## src/design/focus_break_mood_machine_top_defines.svh

```systemverilog
// Assertion macros used by the mood sequencer top level.
`ifndef FOCUS_BREAK_MOOD_MACHINE_TOP_DEFINES_SVH
`define FOCUS_BREAK_MOOD_MACHINE_TOP_DEFINES_SVH

// Same-cycle implication, checked on the rising clock edge outside reset.
`define FBMM_ASSERT_NOW(label, ante, cons, msg) \
    label: assert property (@(posedge i_clk) disable iff (!i_rst_n) (ante) |-> (cons)) \
        else $error(msg);

// Next-cycle implication, checked on the rising clock edge outside reset.
`define FBMM_ASSERT_NEXT(label, ante, cons, msg) \
    label: assert property (@(posedge i_clk) disable iff (!i_rst_n) (ante) |=> (cons)) \
        else $error(msg);

`endif

```

## src/design/fbmm_pkg.sv

```systemverilog
// Package: word types, mood and command codes and register map of the mood sequencer.
`default_nettype none

package fbmm_pkg;

    // Register widths.
    localparam int unsigned WorkLimitW = 27;
    localparam int unsigned RestLenW   = 27;
    localparam int unsigned OverworkW  = 28;
    localparam int unsigned TimeoutW   = 20;
    localparam int unsigned IdleW      = 16;
    localparam int unsigned CfgDataW   = 28;
    localparam int unsigned CfgIndexW  = 3;

    // Internal counter widths; report age only needs to exceed any timeout.
    localparam int unsigned WorkW = 32;
    localparam int unsigned DtW   = 16;
    localparam int unsigned AgeW  = TimeoutW + 1;

    // Register reset values.
    localparam logic [WorkLimitW-1:0] WorkLimitRst = WorkLimitW'(30 * 60 * 1000);
    localparam logic [RestLenW-1:0]   RestLenRst   = RestLenW'(5 * 60 * 1000);
    localparam logic [OverworkW-1:0]  OverworkRst  = OverworkW'(35 * 60 * 1000);
    localparam logic [TimeoutW-1:0]   TimeoutRst   = TimeoutW'(8000);
    localparam logic [IdleW-1:0]      BusyIdleRst  = IdleW'(5);
    localparam logic [IdleW-1:0]      AwayIdleRst  = IdleW'(30);

    typedef enum logic [2:0] {
        MOOD_BOOT   = 3'd0,
        MOOD_ACTIVE = 3'd1,
        MOOD_SLEEPY = 3'd2,
        MOOD_DUE    = 3'd3,
        MOOD_BREAK  = 3'd4,
        MOOD_DONE   = 3'd5
    } t_mood;

    typedef enum logic [1:0] {
        CMD_TICK   = 2'd0,
        CMD_REPORT = 2'd1,
        CMD_FORCE  = 2'd2,
        CMD_RESET  = 2'd3
    } t_cmd;

    typedef enum logic [CfgIndexW-1:0] {
        REG_WORK_LIMIT = 3'd0,
        REG_REST_LEN   = 3'd1,
        REG_OVERWORK   = 3'd2,
        REG_TIMEOUT    = 3'd3,
        REG_BUSY_IDLE  = 3'd4,
        REG_AWAY_IDLE  = 3'd5
    } t_reg_idx;

    typedef struct packed {
        logic [1:0]  command;
        logic [15:0] dt_ms;
        logic        boot_pressed;
        logic [15:0] idle_seconds;
        logic        keyboard_active;
        logic        mouse_active;
    } t_in_word;

    typedef struct packed {
        logic [2:0]  mood;
        logic [31:0] active_ms;
        logic [26:0] break_left_ms;
        logic        overworking;
        logic        linked;
        logic        in_use;
    } t_out_word;

endpackage

`default_nettype wire

```

## src/design/focus_break_mood_machine_top.sv

```systemverilog
// Top level of the work/break mood sequencer: input register, mood logic, result register.
//
//   channel   direction  handshake                    word
//   input     in         i_in_valid / o_in_stall      i_in_word  (fbmm_pkg::t_in_word)
//   result    out        o_out_valid / i_out_stall    o_out_word (fbmm_pkg::t_out_word)
//   config    in         i_cfg_we                     i_cfg_index, i_cfg_data
//
// One word is taken per clock cycle while o_in_stall is low; each accepted word goes into the
// input register, then makes the single pass through the mood logic into the result register.
// Reset is synchronous on i_rst_n; there is no clearing pass.
// A stalled result holds in the result register while one more word waits in the input
// register; only when both are full does o_in_stall rise.
`default_nettype none
`include "focus_break_mood_machine_top_defines.svh"

module focus_break_mood_machine_top (
    input  wire logic                               i_clk,
    input  wire logic                               i_rst_n,
    input  wire logic                               i_in_valid,
    output logic                                    o_in_stall,
    input  wire fbmm_pkg::t_in_word                 i_in_word,
    output logic                                    o_out_valid,
    input  wire logic                               i_out_stall,
    output fbmm_pkg::t_out_word                     o_out_word,
    input  wire logic                               i_cfg_we,
    input  wire logic [fbmm_pkg::CfgIndexW-1:0]     i_cfg_index,
    input  wire logic [fbmm_pkg::CfgDataW-1:0]      i_cfg_data
);

    // Configuration registers.
    logic [fbmm_pkg::WorkLimitW-1:0] r_work_limit;
    logic [fbmm_pkg::RestLenW-1:0]   r_rest_len;
    logic [fbmm_pkg::OverworkW-1:0]  r_overwork;
    logic [fbmm_pkg::TimeoutW-1:0]   r_timeout;
    logic [fbmm_pkg::IdleW-1:0]      r_busy_idle;
    logic [fbmm_pkg::IdleW-1:0]      r_away_idle;

    // Input register and result register.
    logic               r_in_valid;
    fbmm_pkg::t_in_word r_in_word;
    logic               r_out_valid;
    fbmm_pkg::t_out_word r_out_word;
    fbmm_pkg::t_out_word n_out_word;
    logic               w_fire;
    logic               w_fire_report;

    // Sequencer state.
    fbmm_pkg::t_mood                 r_mood, n_mood;
    logic [fbmm_pkg::WorkW-1:0]      r_work, n_work;
    logic [fbmm_pkg::RestLenW-1:0]   r_rest, n_rest;
    logic                            r_over, n_over;
    logic                            r_link, n_link;
    logic [fbmm_pkg::AgeW-1:0]       r_age, n_age;
    logic [fbmm_pkg::IdleW-1:0]      r_idle, n_idle;
    logic                            r_kbd, n_kbd;
    logic                            r_mouse, n_mouse;

    // Intermediate values of a tick.
    logic [fbmm_pkg::WorkW:0]        w_work_sum;
    logic [fbmm_pkg::WorkW-1:0]      w_work_add;
    logic [fbmm_pkg::AgeW:0]         w_age_sum;
    logic [fbmm_pkg::AgeW-1:0]       w_age_add;
    logic [fbmm_pkg::RestLenW-1:0]   w_dt_wide;
    logic                            w_drop;
    logic                            w_link_t;
    logic                            w_kbd_t;
    logic                            w_mouse_t;
    logic                            w_busy;
    logic                            w_present;
    logic                            w_away;
    logic                            w_reached;
    logic                            w_rest_runs;
    logic                            w_pressed;

    // Configuration writes; indexes beyond the register list are ignored.
    always_ff @(posedge i_clk) begin
        if (!i_rst_n) begin
            r_work_limit <= fbmm_pkg::WorkLimitRst;
            r_rest_len   <= fbmm_pkg::RestLenRst;
            r_overwork   <= fbmm_pkg::OverworkRst;
            r_timeout    <= fbmm_pkg::TimeoutRst;
            r_busy_idle  <= fbmm_pkg::BusyIdleRst;
            r_away_idle  <= fbmm_pkg::AwayIdleRst;
        end else if (i_cfg_we) begin
            case (fbmm_pkg::t_reg_idx'(i_cfg_index))
                fbmm_pkg::REG_WORK_LIMIT: r_work_limit <= i_cfg_data[fbmm_pkg::WorkLimitW-1:0];
                fbmm_pkg::REG_REST_LEN:   r_rest_len   <= i_cfg_data[fbmm_pkg::RestLenW-1:0];
                fbmm_pkg::REG_OVERWORK:   r_overwork   <= i_cfg_data[fbmm_pkg::OverworkW-1:0];
                fbmm_pkg::REG_TIMEOUT:    r_timeout    <= i_cfg_data[fbmm_pkg::TimeoutW-1:0];
                fbmm_pkg::REG_BUSY_IDLE:  r_busy_idle  <= i_cfg_data[fbmm_pkg::IdleW-1:0];
                fbmm_pkg::REG_AWAY_IDLE:  r_away_idle  <= i_cfg_data[fbmm_pkg::IdleW-1:0];
                default: begin
                end
            endcase
        end
    end

    // Handshake: a word moves on when the result register is empty or being drained.
    assign w_fire      = r_in_valid && (!r_out_valid || !i_out_stall);
    assign o_in_stall  = r_in_valid && !w_fire;
    assign o_out_valid = r_out_valid;
    assign o_out_word  = r_out_word;
    assign w_fire_report = w_fire
                           && (fbmm_pkg::t_cmd'(r_in_word.command) == fbmm_pkg::CMD_REPORT);

    always_ff @(posedge i_clk) begin
        if (!i_rst_n) begin
            r_in_valid <= 1'b0;
        end else if (!o_in_stall) begin
            r_in_valid <= i_in_valid;
        end
    end

    always_ff @(posedge i_clk) begin
        if (i_in_valid && !o_in_stall) begin
            r_in_word <= i_in_word;
        end
    end

    // Saturating adds and link timeout as seen by a tick.
    always_comb begin
        w_pressed  = r_in_word.boot_pressed;
        w_work_sum = {1'b0, r_work} + {{(fbmm_pkg::WorkW+1-fbmm_pkg::DtW){1'b0}}, r_in_word.dt_ms};
        w_work_add = w_work_sum[fbmm_pkg::WorkW] ? {fbmm_pkg::WorkW{1'b1}}
                                                 : w_work_sum[fbmm_pkg::WorkW-1:0];
        w_age_sum  = {1'b0, r_age} + {{(fbmm_pkg::AgeW+1-fbmm_pkg::DtW){1'b0}}, r_in_word.dt_ms};
        w_age_add  = w_age_sum[fbmm_pkg::AgeW] ? {fbmm_pkg::AgeW{1'b1}}
                                               : w_age_sum[fbmm_pkg::AgeW-1:0];
        w_drop     = r_link && (w_age_add > {1'b0, r_timeout});
        w_link_t   = r_link && !w_drop;
        w_kbd_t    = r_kbd && !w_drop;
        w_mouse_t  = r_mouse && !w_drop;
        w_busy     = w_link_t && ((r_idle < r_busy_idle) || w_kbd_t || w_mouse_t);
        w_present  = w_link_t && (r_idle < r_away_idle);
        w_away     = w_link_t && (r_idle >= r_away_idle);
        w_dt_wide  = {{(fbmm_pkg::RestLenW-fbmm_pkg::DtW){1'b0}}, r_in_word.dt_ms};
        w_rest_runs = (r_rest > w_dt_wide);
        w_reached  = (w_work_add >= {{(fbmm_pkg::WorkW-fbmm_pkg::WorkLimitW){1'b0}}, r_work_limit});
    end

    // Next mood.
    always_comb begin
        n_mood = r_mood;
        case (fbmm_pkg::t_cmd'(r_in_word.command))
            fbmm_pkg::CMD_TICK: begin
                if (w_pressed) begin
                    n_mood = (r_mood == fbmm_pkg::MOOD_BREAK) ? fbmm_pkg::MOOD_ACTIVE
                                                              : fbmm_pkg::MOOD_BREAK;
                end else if (!w_link_t) begin
                    case (r_mood)
                        fbmm_pkg::MOOD_ACTIVE: begin
                            if (w_reached) n_mood = fbmm_pkg::MOOD_DUE;
                        end
                        fbmm_pkg::MOOD_DUE: begin
                        end
                        fbmm_pkg::MOOD_BREAK: begin
                            if (!w_rest_runs) n_mood = fbmm_pkg::MOOD_ACTIVE;
                        end
                        default: n_mood = fbmm_pkg::MOOD_ACTIVE;
                    endcase
                end else begin
                    case (r_mood)
                        fbmm_pkg::MOOD_ACTIVE: begin
                            // Going away wins over a break falling due.
                            if (w_away) begin
                                n_mood = fbmm_pkg::MOOD_SLEEPY;
                            end else if (w_busy && w_reached) begin
                                n_mood = fbmm_pkg::MOOD_DUE;
                            end
                        end
                        fbmm_pkg::MOOD_SLEEPY: begin
                            if (w_present) n_mood = fbmm_pkg::MOOD_ACTIVE;
                        end
                        fbmm_pkg::MOOD_DUE: begin
                        end
                        fbmm_pkg::MOOD_BREAK: begin
                            if (!w_rest_runs) n_mood = fbmm_pkg::MOOD_ACTIVE;
                        end
                        fbmm_pkg::MOOD_DONE: begin
                            if (w_busy) n_mood = fbmm_pkg::MOOD_ACTIVE;
                        end
                        default: n_mood = w_away ? fbmm_pkg::MOOD_SLEEPY : fbmm_pkg::MOOD_ACTIVE;
                    endcase
                end
            end
            fbmm_pkg::CMD_REPORT: n_mood = r_mood;
            fbmm_pkg::CMD_FORCE:  n_mood = fbmm_pkg::MOOD_DUE;
            default:              n_mood = fbmm_pkg::MOOD_BOOT;
        endcase
    end

    // Next work time, rest time, overwork flag and link state.
    always_comb begin
        n_work  = r_work;
        n_rest  = r_rest;
        n_over  = r_over;
        n_link  = r_link;
        n_age   = r_age;
        n_idle  = r_idle;
        n_kbd   = r_kbd;
        n_mouse = r_mouse;
        case (fbmm_pkg::t_cmd'(r_in_word.command))
            fbmm_pkg::CMD_TICK: begin
                n_age   = w_age_add;
                n_link  = w_link_t;
                n_kbd   = w_kbd_t;
                n_mouse = w_mouse_t;
                if (w_pressed) begin
                    if (r_mood == fbmm_pkg::MOOD_BREAK) begin
                        n_rest = '0;
                        n_work = '0;
                    end else begin
                        n_rest = r_rest_len;
                        n_over = 1'b0;
                    end
                end else begin
                    case (r_mood)
                        fbmm_pkg::MOOD_ACTIVE: begin
                            if (!w_link_t || w_busy) begin
                                n_work = w_work_add;
                                if (w_reached) n_over = 1'b0;
                            end
                        end
                        fbmm_pkg::MOOD_DUE: begin
                            if (!w_link_t || w_busy) n_work = w_work_add;
                            n_over = ({{(fbmm_pkg::WorkW-fbmm_pkg::OverworkW){1'b0}}, r_overwork}
                                      <= ((!w_link_t || w_busy) ? w_work_add : r_work));
                        end
                        fbmm_pkg::MOOD_BREAK: begin
                            if (w_rest_runs) begin
                                n_rest = r_rest - w_dt_wide;
                            end else begin
                                n_rest = '0;
                                n_work = '0;
                            end
                        end
                        fbmm_pkg::MOOD_SLEEPY: begin
                            if (!w_link_t) begin
                                n_work = '0;
                                n_rest = '0;
                                n_over = 1'b0;
                            end
                        end
                        fbmm_pkg::MOOD_DONE: begin
                            if (!w_link_t) begin
                                n_work = '0;
                                n_rest = '0;
                                n_over = 1'b0;
                            end else if (w_busy) begin
                                n_work = '0;
                            end
                        end
                        default: begin
                            // Leaving boot; the standalone loop also clears the rest time.
                            n_work = '0;
                            n_over = 1'b0;
                            if (!w_link_t) n_rest = '0;
                        end
                    endcase
                end
            end
            fbmm_pkg::CMD_REPORT: begin
                n_idle  = r_in_word.idle_seconds;
                n_kbd   = r_in_word.keyboard_active;
                n_mouse = r_in_word.mouse_active;
                n_age   = '0;
                n_link  = 1'b1;
            end
            fbmm_pkg::CMD_FORCE: begin
                n_work = {{(fbmm_pkg::WorkW-fbmm_pkg::WorkLimitW){1'b0}}, r_work_limit};
                n_over = 1'b0;
            end
            default: begin
                n_work = '0;
                n_rest = '0;
                n_over = 1'b0;
            end
        endcase
    end

    // Result word: the state after this word.
    always_comb begin
        n_out_word.mood          = n_mood;
        n_out_word.active_ms     = n_work;
        n_out_word.break_left_ms = n_rest;
        n_out_word.overworking   = n_over;
        n_out_word.linked        = n_link;
        n_out_word.in_use        = n_link && ((n_idle < r_busy_idle) || n_kbd || n_mouse);
    end

    // State update, one word per cycle whenever a word moves on (w_fire).
    always_ff @(posedge i_clk) begin
        if (!i_rst_n) begin
            r_mood  <= fbmm_pkg::MOOD_BOOT;
            r_work  <= '0;
            r_rest  <= '0;
            r_over  <= 1'b0;
            r_link  <= 1'b0;
            r_age   <= '0;
            r_idle  <= '0;
            r_kbd   <= 1'b0;
            r_mouse <= 1'b0;
        end else if (w_fire) begin
            r_mood  <= n_mood;
            r_work  <= n_work;
            r_rest  <= n_rest;
            r_over  <= n_over;
            r_link  <= n_link;
            r_age   <= n_age;
            r_idle  <= n_idle;
            r_kbd   <= n_kbd;
            r_mouse <= n_mouse;
        end
    end

    // Result register.
    always_ff @(posedge i_clk) begin
        if (!i_rst_n) begin
            r_out_valid <= 1'b0;
        end else if (w_fire) begin
            r_out_valid <= 1'b1;
        end else if (!i_out_stall) begin
            r_out_valid <= 1'b0;
        end
    end

    always_ff @(posedge i_clk) begin
        if (w_fire) begin
            r_out_word <= n_out_word;
        end
    end

    // Checks on the sequencer's own logic.
    `FBMM_ASSERT_NOW(a_stall_needs_word, o_in_stall, r_in_valid, "stall with empty input register")
    `FBMM_ASSERT_NEXT(a_fire_gives_result, w_fire, o_out_valid, "processed word gave no result")
    `FBMM_ASSERT_NOW(a_over_only_due, r_over, r_mood == fbmm_pkg::MOOD_DUE, "stray overwork flag")
    `FBMM_ASSERT_NEXT(a_report_links, w_fire_report, r_link, "report left the link down")

endmodule

`default_nettype wire

```

## config.mk

```make
export PLATFORM = sky130hd
export DESIGN_NAME = focus_break_mood_machine_top
export DESIGN_NICKNAME = d
export VERILOG_FILES = /design/src/design/fbmm_pkg.sv /design/src/design/focus_break_mood_machine_top.sv
export VERILOG_INCLUDE_DIRS = /design/src /design/src/design
export SDC_FILE = /design/constraint.sdc
export NUM_CORES = 1
export LEC_CHECK = 0
export BUFFER_PORTS_ARGS = -buffer_cell sky130_fd_sc_hd__buf_2
export CAP_MARGIN = 15
export CORE_UTILIZATION = 35
export CTS_CLUSTER_SIZE = 20
export DETAILED_ROUTE_END_ITERATION = 10
export SYNTH_ARGS = -nofsm -noshare
export SYNTH_HDL_FRONTEND = slang
export SYNTH_SLANG_ARGS = --single-unit
```

## constraint.sdc

```tcl
create_clock -name i_clk -period 8.65 [get_ports i_clk]
set_input_delay 0.865 -clock i_clk [delete_from_list [all_inputs] [get_ports i_clk]]
set_output_delay 0.865 -clock i_clk [all_outputs]
set_load 0.05 [all_outputs]
```

== After elaboration in Yosys (flattened, before gate mapping) ==
Cells that the tools add are included.

* Register bits: 341
* Bits in latches: 0
* Memory bits (writable): 0
* Bits in read-only memories: 0
* Input bits: 73
* Word-level logic and storage cells: 134
* Memories: 0

* Add/sub/neg operators: 3
* Multipliers: 0
* Div/mod/pow operators: 0
* Magnitude comparators: 8
* Equality and inequality tests: 13
* Shift-type cells: 0
* Mux-type cells: 44
* Bitwise operators: 0
* Reductions and logical operators: 37

{| class="wikitable"
|+ Operator list
! cell !! count
|-
| $mux W32 || 8
|-
| $pmux W32 S4 || 1
|-
| $mux W27 || 4
|-
| $pmux W27 S2 || 2
|-
| $pmux W32 S3 || 1
|-
| $lt A16 B16 Y1 || 3
|-
| $pmux W21 S2 || 1
|-
| $add A32 B16 Y33 || 1
|-
| $ge A32 B27 Y1 || 1
|-
| $le A28 B32 Y1 || 1
|-
| $gt A27 B16 Y1 || 1
|-
| $mux W3 || 9
|-
| $sub A27 B16 Y27 || 1
|-
| $add A21 B16 Y22 || 1
|-
| $gt A21 B20 Y1 || 1
|-
| $mux W21 || 1
|-
| $pmux W3 S3 || 2
|-
| $ge A16 B16 Y1 || 1
|-
| $mux W16 || 1
|-
| $pmux W3 S5 || 1
|-
| $reduce_and A2 Y1 || 7
|-
| $eq A3 B2 Y1 const B || 4
|-
| $eq A3 B3 Y1 const B || 4
|-
| $logic_and A1 B1 Y1 || 12
|-
| other kinds (14) || 36
|}

== Logic depth before layout (Yosys ltp) ==
Gate-level depths: netlist of run 1.

* Word-level depth: 16
* Depth in mapped cells: 31
* Mapped depth without buffers: 28

== Worst setup path after synthesis of run 1 ==
No wires, ideal clock.

* Kind: register to register
* Start point: register r_in_word[20] (netlist name)
* End point: register r_over
* Library setup time: 0.074 ns
* Arrival time: 6.157 ns
* Data required time: 8.576 ns
* Path slack: 2.419 ns
* Cell stages (with the launch flop): 32
* Buffers on the path: 4
* Cells stage by stage: edfxtp_1 -> ha_1 -> a211oi_1 -> o21ai_0 -> o211ai_1 -> nand2_1 -> a211o_1 -> nand3_1 -> clkbuf_1 -> nand2_1 -> ha_1 -> a22oi_1 -> nand2_1 -> a31oi_1 -> a221oi_1 -> a21boi_0 -> nand3_1 -> buf_6 -> buf_6 -> buf_4 -> nand3_1 -> o21ai_0 -> ha_1 -> a21o_1 -> a21o_1 -> a2111oi_0 -> nor3_1 -> o31ai_1 -> o211ai_1 -> a211o_1 -> o211a_1 -> o21ai_0

* Cells in the longest elaborated chain, start to end: 15
* Elaborated cells on any way between the ends: 24
* Classes of those cells: add/sub: 2; order compare: 3; mux: 9; reduce/logical: 10

{| class="wikitable"
|+ Ends and longest elaborated chain
! what !! line !! source
|-
| from (decl) || focus_break_mood_machine_top.sv:40 || <nowiki>fbmm_pkg::t_in_word r_in_word;</nowiki>
|-
| from (signal assigned) || focus_break_mood_machine_top.sv:116 || <nowiki>r_in_word <= i_in_word;</nowiki>
|-
| $add A21 B16 Y22 || focus_break_mood_machine_top.sv:126 || <nowiki>w_age_sum = {1'b0, r_age} + {{(fbmm_pkg::AgeW+1-fbmm_pkg::DtW){1'b0}}, r_in_word.dt_ms};</nowiki>
|-
| $mux W21 || focus_break_mood_machine_top.sv:127 || <nowiki>w_age_add = w_age_sum[fbmm_pkg::AgeW] ? {fbmm_pkg::AgeW{1'b1}}</nowiki>
|-
| $gt A21 B20 Y1 || focus_break_mood_machine_top.sv:129 || <nowiki>w_drop = r_link && (w_age_add > {1'b0, r_timeout});</nowiki>
|-
| $logic_and A1 B1 Y1 || focus_break_mood_machine_top.sv:129 ||
|-
| $logic_not A1 Y1 || focus_break_mood_machine_top.sv:130, focus_break_mood_machine_top.sv:131, focus_break_mood_machine_top.sv:132 ||
|-
| $logic_and A1 B1 Y1 || focus_break_mood_machine_top.sv:131 || <nowiki>w_kbd_t = r_kbd && !w_drop;</nowiki>
|-
| $logic_or A1 B1 Y1 (2 in a row) || focus_break_mood_machine_top.sv:133 || <nowiki>w_busy = w_link_t && ((r_idle < r_busy_idle) || w_kbd_t || w_mouse_t);</nowiki>
|-
| $logic_and A1 B1 Y1 || focus_break_mood_machine_top.sv:133 ||
|-
| $logic_or A1 B1 Y1 || focus_break_mood_machine_top.sv:219, focus_break_mood_machine_top.sv:227 ||
|-
| $mux W32 || focus_break_mood_machine_top.sv:227 || <nowiki><= ((!w_link_t || w_busy) ? w_work_add : r_work));</nowiki>
|-
| $le A28 B32 Y1 || focus_break_mood_machine_top.sv:227 ||
|-
| $pmux W1 S4 * || focus_break_mood_machine_top.sv:217 || <nowiki>case (r_mood)</nowiki>
|-
| $mux W1 * || focus_break_mood_machine_top.sv:208 || <nowiki>if (w_pressed) begin</nowiki>
|-
| $pmux W1 S2 * || focus_break_mood_machine_top.sv:202 || <nowiki>case (fbmm_pkg::t_cmd'(r_in_word.command))</nowiki>
|-
| to (signal assigned) || focus_break_mood_machine_top.sv:307 || <nowiki>r_over <= n_over;</nowiki>
|-
| to (decl) || focus_break_mood_machine_top.sv:51 || <nowiki>logic r_over, n_over;</nowiki>
|}

Mark *: on every way between the ends. The rest lies on a longest branch, timed or not.
A chain may end at the register's enable or synchronous reset.

== Final worst setup path of run 1 ==
Same ends and word-level chain as after synthesis.

==> results of run 1 <==
==> metrics by stage <==
step | hold WS [ns] | power, mW | util [%] | setup WS, ns | cells
floorplan | 0.432 | 2.12 | - | 2.42 | 2561
global placement | 0.443 | 2.33 | 37.8 | 1.32 | 3355
detailed placement | 0.443 | 2.33 | 37.8 | 1.07 | 3355
CTS | 0.436 | 4.26 | 40.4 | 1.03 | 3430
global route | 0.453 | 4.37 | 40.4 | 0.256 | 3430
finish | 0.453 | 4.23 | 40.4 | 0.964 | 3431
==> cells by family after synthesis <==
logic type	after synthesis	share of synthesized area (%)
AO/OA/AOI/OAI	810	25.0
XOR/XNOR	39	1.61
adder cells (fa/ha/maj)	176	10.5
buffers and inverters	280	5.29
flip-flops	341	37.1
multiplexers	37	1.96
AND/OR/NAND/NOR	878	18.6
==> how the worst max path moves through the flow <==
| stage | cells after the start | end |
|---|---|---|
| 6_report | 25 | r_over$_SDFFE_PN0P_ |
| 5_1_grt | 25 | r_over$_SDFFE_PN0P_ |
| 2_1_floorplan | 31 | r_over$_SDFFE_PN0P_ |
| 4_1_cts | 25 | r_over$_SDFFE_PN0P_ |
| 3_3_place_gp | 25 | r_over$_SDFFE_PN0P_ |
| 3_5_place_dp | 25 | r_over$_SDFFE_PN0P_ |
==> cell type report <==
| cell class | instances | area (um2) |
|---|---|---|
| multi-input combinational | 1940 | 12200 |
| fill | 6042 | 35400 |
| sequential | 341 | 7850 |
| inverter | 132 | 500 |
| antenna | 1 | 2.50 |
| clock inverter | 19 | 313 |
| clock buffer | 56 | 1190 |
| timing repair buffer | 169 | 921 |
| tap | 773 | 967 |
==> critical path, delay by kind of cell, from the launching register on <==
kind	cells	cell delay, ns
AOI/OAI and AO/OA	15	3.64
adders and majority gates	3	0.98
buffers and inverters	1	0.47
DFF	1	0.48
and+or+nand+nor	6	2.02
==> sequential cells by signal (all words and copies together) (netlist names) <==
signal / flops
o_out_valid: 1
o_out_word: 65
r_age: 21
r_away_idle: 16
r_busy_idle: 16
r_idle: 16
r_in_valid: 1
r_in_word: 36
r_kbd: 1
r_link: 1
r_mood: 3
r_mouse: 1
r_over: 1
r_overwork: 28
r_rest: 27
r_rest_len: 27
r_timeout: 20
r_work: 32
r_work_limit: 27
w_pressed: 1
==> power groups by stage <==
| stage | registers (mW) | clock network, mW | logic (mW) |
|---|---|---|---|
| after floorplan | 1.80 | 0 | 0.320 |
| after global placement | 1.76 | 0 | 0.565 |
| after detailed placement | 1.76 | 0 | 0.570 |
| after CTS | 1.73 | 1.96 | 0.573 |
| after global routing | 1.73 | 2.01 | 0.627 |
| final | 1.73 | 1.92 | 0.582 |
==> routing by layer <==
| layer | part of all wire [%] | vias to the layer above |
|---|---|---|
| met1 | 44 | 9803 |
| met2 | 43 | 979 |
| li1 | - | 9455 |
| met4 | 4.0 | 10 |
| met5 | 0.071 | - |
| met3 | 8.8 | 174 |
==> cells in the final DEF, fill, tap and decap left out, drive strengths merged, types with 22 or more instances in the layout <==
cell,instances
o21ai,124
dfxtp,239
ha,173
a31oi,43
nor3,30
a22oi,62
mux2i,22
o21a,28
a21o,45
edfxtp,102
inv,133
nor2,127
clkbuf,56
nand3,72
nand2,483
a21oi,275
buf,169
and3,23
nand4,41
o211ai,63
==> impl_metrics.json, run 1 <==
{
  "outcome": "complete, no violations",
  "syn_area_um2": 21200,
  "place_hpwl_um": 59500,
  "yosys-top-cells-area": "dfxtp_1, edfxtp_1, ha_1",
  "initial_core_util_pct": 35.7,
  "cap_violations": 0,
  "clock-root-buffer": "clkbuf_16",
  "hp-start": "r_rest_len[26]$_SDFFE_PN0P_",
  "crit-reg2reg-launch": "r_in_word[20]$_DFFE_PP_",
  "netlist_instances": 2561,
  "yosys.area.top_type": "dfxtp_1",
  "hold_end": "r_rest_len[26]$_SDFFE_PN0P_",
  "arrival_ns": 8.17,
  "clkPwrFrac_pct": 45.4,
  "synthToLayoutAreaGrowth_pct": 13.2,
  "grt_pass1_wl_um": 122000,
  "place_congestion": 0.976,
  "gr-total-overflow": 0,
  "relSlewSlack_pct": 23.7,
  "syn_nets": 2810,
  "comb_power_share_pct": 13.7,
  "worst_r2r_path_depth": 25,
  "cp_max_fo": 22,
  "synth_area_per_cell_um2": 8.26,
  "drive_gt1_share_pct": 11.7,
  "critical-path-max-stage-delay_ns": 0.55,
  "yosysMostFrequentCell": "nand2_1",
  "grt_max_degree": 56,
  "num_vias": 20400,
  "critPathLaunch": "r_in_word[20]$_DFFE_PP_",
  "path_class": "reg2reg",
  "p_switching_mw": 1.17,
  "synth_edf_count": 102,
  "drv_slew": 0,
  "post_cts_buffers": 0,
  "wl_per_cell_um": 23.9,
  "clockBufferDepth": 3,
  "irDropWorstVdd_mv": 0.149,
  "clk_latency_ns": 0.58,
  "holdBufCountCts": 0,
  "setup_tns_ns": 0,
  "endpoint_kind": "flip-flop",
  "swShare_pct": 27.6,
  "grt_pass1_vias": 19200,
  "grt_use_met1_pct": 36.3,
  "fin_crit_sh_pct": 88.9,
  "hold_path_depth": 2,
  "r2r-end": "r_over$_SDFFE_PN0P_",
  "p_int_mw": 3.06,
  "fin_crit_ns": 7.69,
  "crit_required_ns": 9.14,
  "postLayoutCellArea_um2": 24000,
  "post_cts_resize_count": 0,
  "ys_types": 94,
  "finalHoldViolCount": 0,
  "cts_inserted_buffers": 41,
  "antenna_found_initial": 8,
  "grtUsageMet2_pct": 40.5,
  "io_pins": 140,
  "htree_num_levels": 2,
  "rsz0062_at_grt": "false",
  "drtIter0Drc": 2288,
  "setup_viol": 0,
  "synth_seq_cells": 341,
  "worst_slew_pin_slew_ns": 1.14,
  "dr.pass1.iters": 6,
  "tritoncts": "done",
  "core_um2": 59400,
  "rows": 89,
  "min_path_type": "reg2reg",
  "drc": 0,
  "top_usage_layer": "met2",
  "r2r_slack_ns": 0.96,
  "yosysWarnings": 0,
  "powerDensity_nw_per_um2": 177,
  "clock-sinks": 341,
  "cp_slowest_cell": "nand3_1",
  "routed_wl_um": 82000,
  "dieHeight_um": 248,
  "fp.dieW_um": 248,
  "nets": 2874,
  "synth_common_cells": "nand2_1, a21oi_1, dfxtp_1",
  "max_freq_mhz": 130,
  "placed_area_um2": 22500,
  "grt_use_total_pct": 26.4,
  "pwr-share-seq_pct": 40.9,
  "fin_worst_skew_ns": 0.0369,
  "die-area_um2": 61500,
  "path_clk_slew_ns": 0.06,
  "seq_area_frac_synth_pct": 37.1,
  "async_flop_share_pct": 0,
  "synth_top_area_share_pct": 22.6,
  "port-buffer-count": 139,
  "routed_via_density": 5.95,
  "p_leak_nw": 9.51,
  "antenna_left": 0,
  "startpoint_type": "flip-flop",
  "met3_usage_pct": 5.05,
  "synth_ff_type": "dfxtp_1"
}
Note: power is estimated with default switching activity, not from simulation.
==> inputs of run 2 (changes only) <==
--- a/config.mk
+++ b/config.mk
@@ -9,3 +9,2 @@
 export BUFFER_PORTS_ARGS = -buffer_cell sky130_fd_sc_hd__buf_2
-export CAP_MARGIN = 15
 export CORE_UTILIZATION = 35
==> constraint.sdc (replaced) <==
create_clock -name i_clk -period 8.65 [get_ports i_clk]
set_input_delay 0 -clock i_clk [delete_from_list [all_inputs] [get_ports i_clk]]
set_output_delay 0 -clock i_clk [all_outputs]
set_load 0.05 [all_outputs]
==> run 2 against run 1 <==
  * Final cell count up 1.9%
  * Die area unchanged
  * Non-clock buffer count increased by 69
  * Maximum frequency about the same
  * Global-route usage rose by 0.22 points
  * Critical path depth is the same
  * Design area is 1.9% higher
  * Hold slack worse by 0.40 ns
  * Combinational power increased by 4.6%
  * Sequential share of layout area decreased by 0.60 points
  * Critical endpoint unchanged
  * Largest power group is now sequential cells
==> impl_metrics.json, run 2 (same netlist as run 1, synthesis figures left out) <==
{
  "grt_use_total_pct": 26.7,
  "endpoint_kind": "flip-flop",
  "drv_slew": 0,
  "max_freq_mhz": 130,
  "htree_num_levels": 2,
  "setup_viol": 0,
  "path_class": "reg2reg",
  "fillers": 5965,
  "core_um2": 59400,
  "post_cts_buffers": 0,
  "nets": 2942,
  "synthToLayoutAreaGrowth_pct": 15.3,
  "rsz0062_at_grt": "false",
  "arrival_ns": 8.17,
  "setup_tns_ns": 0,
  "wl_per_cell_um": 23.6,
  "placed_area_um2": 22500,
  "largest_reg_flops": 65,
  "postLayoutCellArea_um2": 24400,
  "antenna_found_initial": 6,
  "worst_slack_ns": 0.971,
  "drive_gt1_share_pct": 11.1,
  "crit_required_ns": 9.14,
  "drc": 0,
  "cts_inserted_buffers": 40,
  "initial_core_util_pct": 35.7,
  "powerDensity_nw_per_um2": 164,
  "num_vias": 20500,
  "fp.dieW_um": 248,
  "relSlewSlack_pct": 22.8,
  "dr.pass1.iters": 6,
  "dieHeight_um": 248,
  "fin_worst_skew_ns": 0.0228,
  "path_clk_slew_ns": 0.06,
  "drtIter0Drc": 2164,
  "cap_violations": 0,
  "port-buffer-count": 139,
  "clock-root-buffer": "clkbuf_16",
  "grt_max_degree": 57,
  "cp_max_fo": 17,
  "die-area_um2": 61500,
  "min_path_type": "in2reg",
  "routed_wl_um": 82500,
  "routed_via_density": 5.87,
  "post-place-ws_ns": 1.06,
  "place_hpwl_um": 59500,
  "clk_latency_ns": 0.57,
  "startpoint_type": "flip-flop",
  "tritoncts": "done",
  "grt_pass1_vias": 19500,
  "p_leak_nw": 9.68,
  "fin_crit_ns": 7.68,
  "clockBufferDepth": 3,
  "whs_ns": 0.0490,
  "worst_slew_pin_slew_ns": 1.15,
  "grt_pass1_wl_um": 123000,
  "irDropWorstVdd_mv": 0.131,
  "post_cts_resize_count": 0,
  "final_common_cell": "nand2_1",
  "clock-sinks": 341,
  "fin_crit_sh_pct": 88.8,
  "outcome": "complete, no violations",
  "io_pins": 140,
  "antenna_left": 0,
  "place_congestion": 0.976,
  "finalHoldViolCount": 0,
  "final_cell_mix": "nand2_1, a21oi_1, dfxtp_1, ha_1, buf_2",
  "rows": 89,
  "gr-total-overflow": 0
}
run 2: changes by cell type in the layout (fill, tap and decap cells not counted):
cell,delta
clkbuf_8,-1
clkinv_1,+5
clkinvlp_4,+2
dlygate4sd3_1,+69
clkinv_2,+1
bufinv_16,-6
clkbuf_16,-3
clkinv_8,-1
run 2: worst max-delay path, cell delays in order, from the launching register on:
cell and delay [ns]:
edfxtp_1 0.48, ha_1 0.35, a211oi_1 0.26, o21ai_0 0.29
o211ai_1 0.30, nand2_1 0.08, a211o_1 0.37, nand3_1 0.56
o21ai_0 0.30, ha_1 0.40, nand4_1 0.14, nor3_1 0.38
a221oi_1 0.16, a21boi_1 0.44, nand3_2 0.49, o21ai_0 0.40
ha_1 0.30, a21o_1 0.19, a21o_1 0.19, a2111oi_0 0.44
nor3_1 0.11, o31ai_1 0.21, o211ai_1 0.15, a211o_1 0.31
o211a_1 0.15, o21ai_0 0.14
run 2: where the power goes:
group	internal, mW	switching, mW
logic	0.187	0.422
registers	1.70	0.0334
clock network	0.954	0.710
run 2: final timing paths:
path	from	end	slack [ns]	depth (start not counted)
hold / removal	i_cfg_index[0]	r_overwork[20]$_SDFFE_PN0P_	0.05	5
hold reg to reg	r_timeout[1]$_SDFFE_PN0P_	r_timeout[1]$_SDFFE_PN0P_	0.46	2
setup / recovery	r_in_word[20]$_DFFE_PP_	r_over$_SDFFE_PN0P_	0.97	25
setup reg to reg	r_in_word[20]$_DFFE_PP_	r_over$_SDFFE_PN0P_	0.97	25
run 2: metrics by stage:
step	cells	util [%]	power (mW)
2_1_floorplan	2561	-	2.12
3_3_place_gp	3355	37.8	2.33
3_5_place_dp	3355	37.8	2.33
4_1_cts	3496	41.1	4.02
5_1_grt	3496	41.1	4.14
6_report	3497	41.1	4.00
run 2: what timing repair did:
action / 4_1_cts / 5_1_grt
endpoints found under the setup margin: 0 / 0
endpoints found under the hold margin: 177 / 0
hold buffers: 69 / 0
run 2: routing by layer:
metal | global-route usage, % | wire length [um] | part of all wire (%) | vias to the layer above
li1 | - | - | - | 9585
met1 | 36.2 | 35700 | 43 | 9727
met2 | 41.3 | 35800 | 43 | 1016
met3 | 4.86 | 7380 | 8.9 | 206
met4 | 11.1 | 3590 | 4.4 | 10
met5 | 0 | 72 | 0.087 | -
run 2: cell type report:
class	instances	area, um2	share of cell area, %
multi-input combinational	1940	12200	50.1
inverter	132	500	2.05
clock buffer	52	1100	4.50
tap	773	967	3.96
timing repair buffer	238	1610	6.60
antenna	1	2.50	0.0103
clock inverter	20	155	0.636
sequential	341	7850	32.1
==> inputs of run 3 (changes only) <==
==> constraint.sdc (replaced) <==
create_clock -name i_clk -period 8.65 [get_ports i_clk]
set_input_delay 2.595 -clock i_clk [delete_from_list [all_inputs] [get_ports i_clk]]
set_output_delay 2.595 -clock i_clk [all_outputs]
set_load 0.05 [all_outputs]
==> run 3 against run 2 <==
  * Hold slack gained 0.41 ns
  * Non-clock buffer count shrank 70
  * Via count fell by 1.2%
  * Die area stayed put
  * Clock power hardly changed
  * Clock-buffer cell count is the same
  * Power decreased by 0.72%
  * Critical path type unchanged
  * Critical endpoint unchanged
  * Largest power group unchanged
==> impl_metrics.json, run 3 (same netlist as run 1, synthesis figures left out) <==
{
  "num_vias": 20300,
  "routed_via_density": 5.93,
  "critical-path-max-stage-delay_ns": 0.55,
  "powerDensity_nw_per_um2": 168,
  "p_leak_nw": 9.40,
  "placed_cells": 3354,
  "grt_pass1_wl_um": 122000,
  "antenna_left": 0,
  "port-buffer-count": 139,
  "cap_violations": 0,
  "startpoint_type": "flip-flop",
  "clock-sinks": 341,
  "hold_end": "r_timeout[5]$_SDFFE_PN0P_",
  "worst_r2r_path_depth": 25,
  "antenna_found_initial": 8,
  "drive_gt1_share_pct": 11.4,
  "drtIter0Drc": 2157,
  "cp.depth": 25,
  "crit-reg2reg-launch": "r_in_word[20]$_DFFE_PP_",
  "grt_use_total_pct": 26.4,
  "post-place-ws_ns": 1.08,
  "setup_tns_ns": 0,
  "outcome": "complete, no violations",
  "dr.pass1.iters": 6,
  "clockBufferDepth": 3,
  "clock-root-buffer": "clkbuf_16",
  "place_congestion": 0.964,
  "crit_required_ns": 9.13,
  "synthToLayoutAreaGrowth_pct": 12.1,
  "largest_reg_flops": 65,
  "total_power_mw": 3.97,
  "path_class": "reg2reg",
  "finalHoldViolCount": 0,
  "relSlewSlack_pct": 25.1,
  "post_cts_resize_count": 0,
  "fin_worst_skew_ns": 0.0291,
  "min_path_type": "reg2reg",
  "setup_viol": 0,
  "worst_slew_pin_slew_ns": 1.12,
  "irDropWorstVdd_mv": 0.138,
  "initial_core_util_pct": 35.7,
  "io_pins": 140,
  "dieHeight_um": 248,
  "fin_crit_sh_pct": 89.2,
  "hold_path_depth": 2,
  "rows": 89,
  "clk_latency_ns": 0.58,
  "r2r-end": "r_over$_SDFFE_PN0P_",
  "crit_buf_inv": 1,
  "fp.dieW_um": 248,
  "postLayoutCellArea_um2": 23700,
  "final_util_pct": 40.0,
  "antennaDiodeCount": 0,
  "rsz0062_at_grt": "false",
  "endpoint_kind": "flip-flop",
  "critPathLaunch": "r_in_word[20]$_DFFE_PP_",
  "gr-total-overflow": 0,
  "placed_area_um2": 22500,
  "final_common_cell": "nand2_1",
  "fin_cells": 3426,
  "tritoncts": "done",
  "holdBufCountCts": 0,
  "nets": 2871,
  "r2r_slack_ns": 0.94,
  "htree_num_levels": 2,
  "routed_wl_um": 82200,
  "core_um2": 59400,
  "wl_per_cell_um": 24.0,
  "final_cell_mix": "nand2_1, a21oi_1, dfxtp_1, ha_1, buf_2",
  "hp-start": "r_timeout[5]$_SDFFE_PN0P_",
  "grt_max_degree": 109,
  "max_freq_mhz": 130,
  "post_cts_buffers": 0,
  "grt_pass1_vias": 19000,
  "fin_crit_ns": 7.71,
  "cts_inserted_buffers": 39,
  "whs_ns": 0.455,
  "die-area_um2": 61500,
  "place_hpwl_um": 59500,
  "path_clk_slew_ns": 0.06,
  "worst_slack_ns": 0.938,
  "critical_path.top_delay_family": "compound AO/OA/AOI/OAI gates",
  "drv_slew": 0,
  "arrival_ns": 8.19,
  "drc": 0,
  "cp_slowest_cell": "nand3_1",
  "cp_max_fo": 22
}
## run 3: cell type report
class | count | area [um2]
clock buffers | 52 | 1080
clock inverters | 20 | 173
fillers | 6064 | 35600
inverters | 132 | 500
multi-input cells | 1940 | 12200
flip-flops and latches | 341 | 7850
well taps | 773 | 967
repair buffers | 168 | 926
## run 3: per-layer routing
metal | track usage, % | wire (um) | up-vias
li1 | - | - | 9434
met1 | 35.7 | 35800 | 9764
met2 | 41.7 | 36200 | 925
met3 | 5.14 | 7150 | 169
met4 | 9.42 | 2980 | 14
met5 | 0 | 71 | -
## run 3: worst register-to-register path, cell delays in order (launching register included)
cell and delay [ns]:
edfxtp_1 0.48, ha_1 0.35, a211oi_1 0.22, o21ai_0 0.29
o211ai_1 0.30, nand2_1 0.08, a211o_1 0.37, nand3_1 0.56
o21ai_0 0.29, ha_1 0.39, nand4_1 0.14, nor3_1 0.39
a221oi_1 0.16, a21boi_1 0.47, nand3_2 0.52, buf_4 0.48
a41oi_1 0.28, a41o_1 0.13, ha_1 0.24, a21o_1 0.16
a21oi_1 0.21, nor4bb_1 0.33, o211ai_1 0.15, a211o_1 0.32
o211a_1 0.16, o21ai_0 0.17
## run 3: worst max-delay path by stage
| stage | endpoint | slack (ns) |
|---|---|---|
| 2_1_floorplan | r_over$_SDFFE_PN0P_ | 2.42 |
| 3_3_place_gp | r_over$_SDFFE_PN0P_ | 1.36 |
| 3_5_place_dp | r_over$_SDFFE_PN0P_ | 1.08 |
| 4_1_cts | r_over$_SDFFE_PN0P_ | 1.03 |
| 5_1_grt | r_over$_SDFFE_PN0P_ | 0.55 |
| 6_report | r_over$_SDFFE_PN0P_ | 0.94 |
## run 3: power breakdown
part	internal (mW)	total, mW	switching, mW	leakage, nW
registers	1.70	1.73	0.0339	2.90
logic	0.166	0.583	0.416	5.88
clock network	0.944	1.66	0.718	0.615
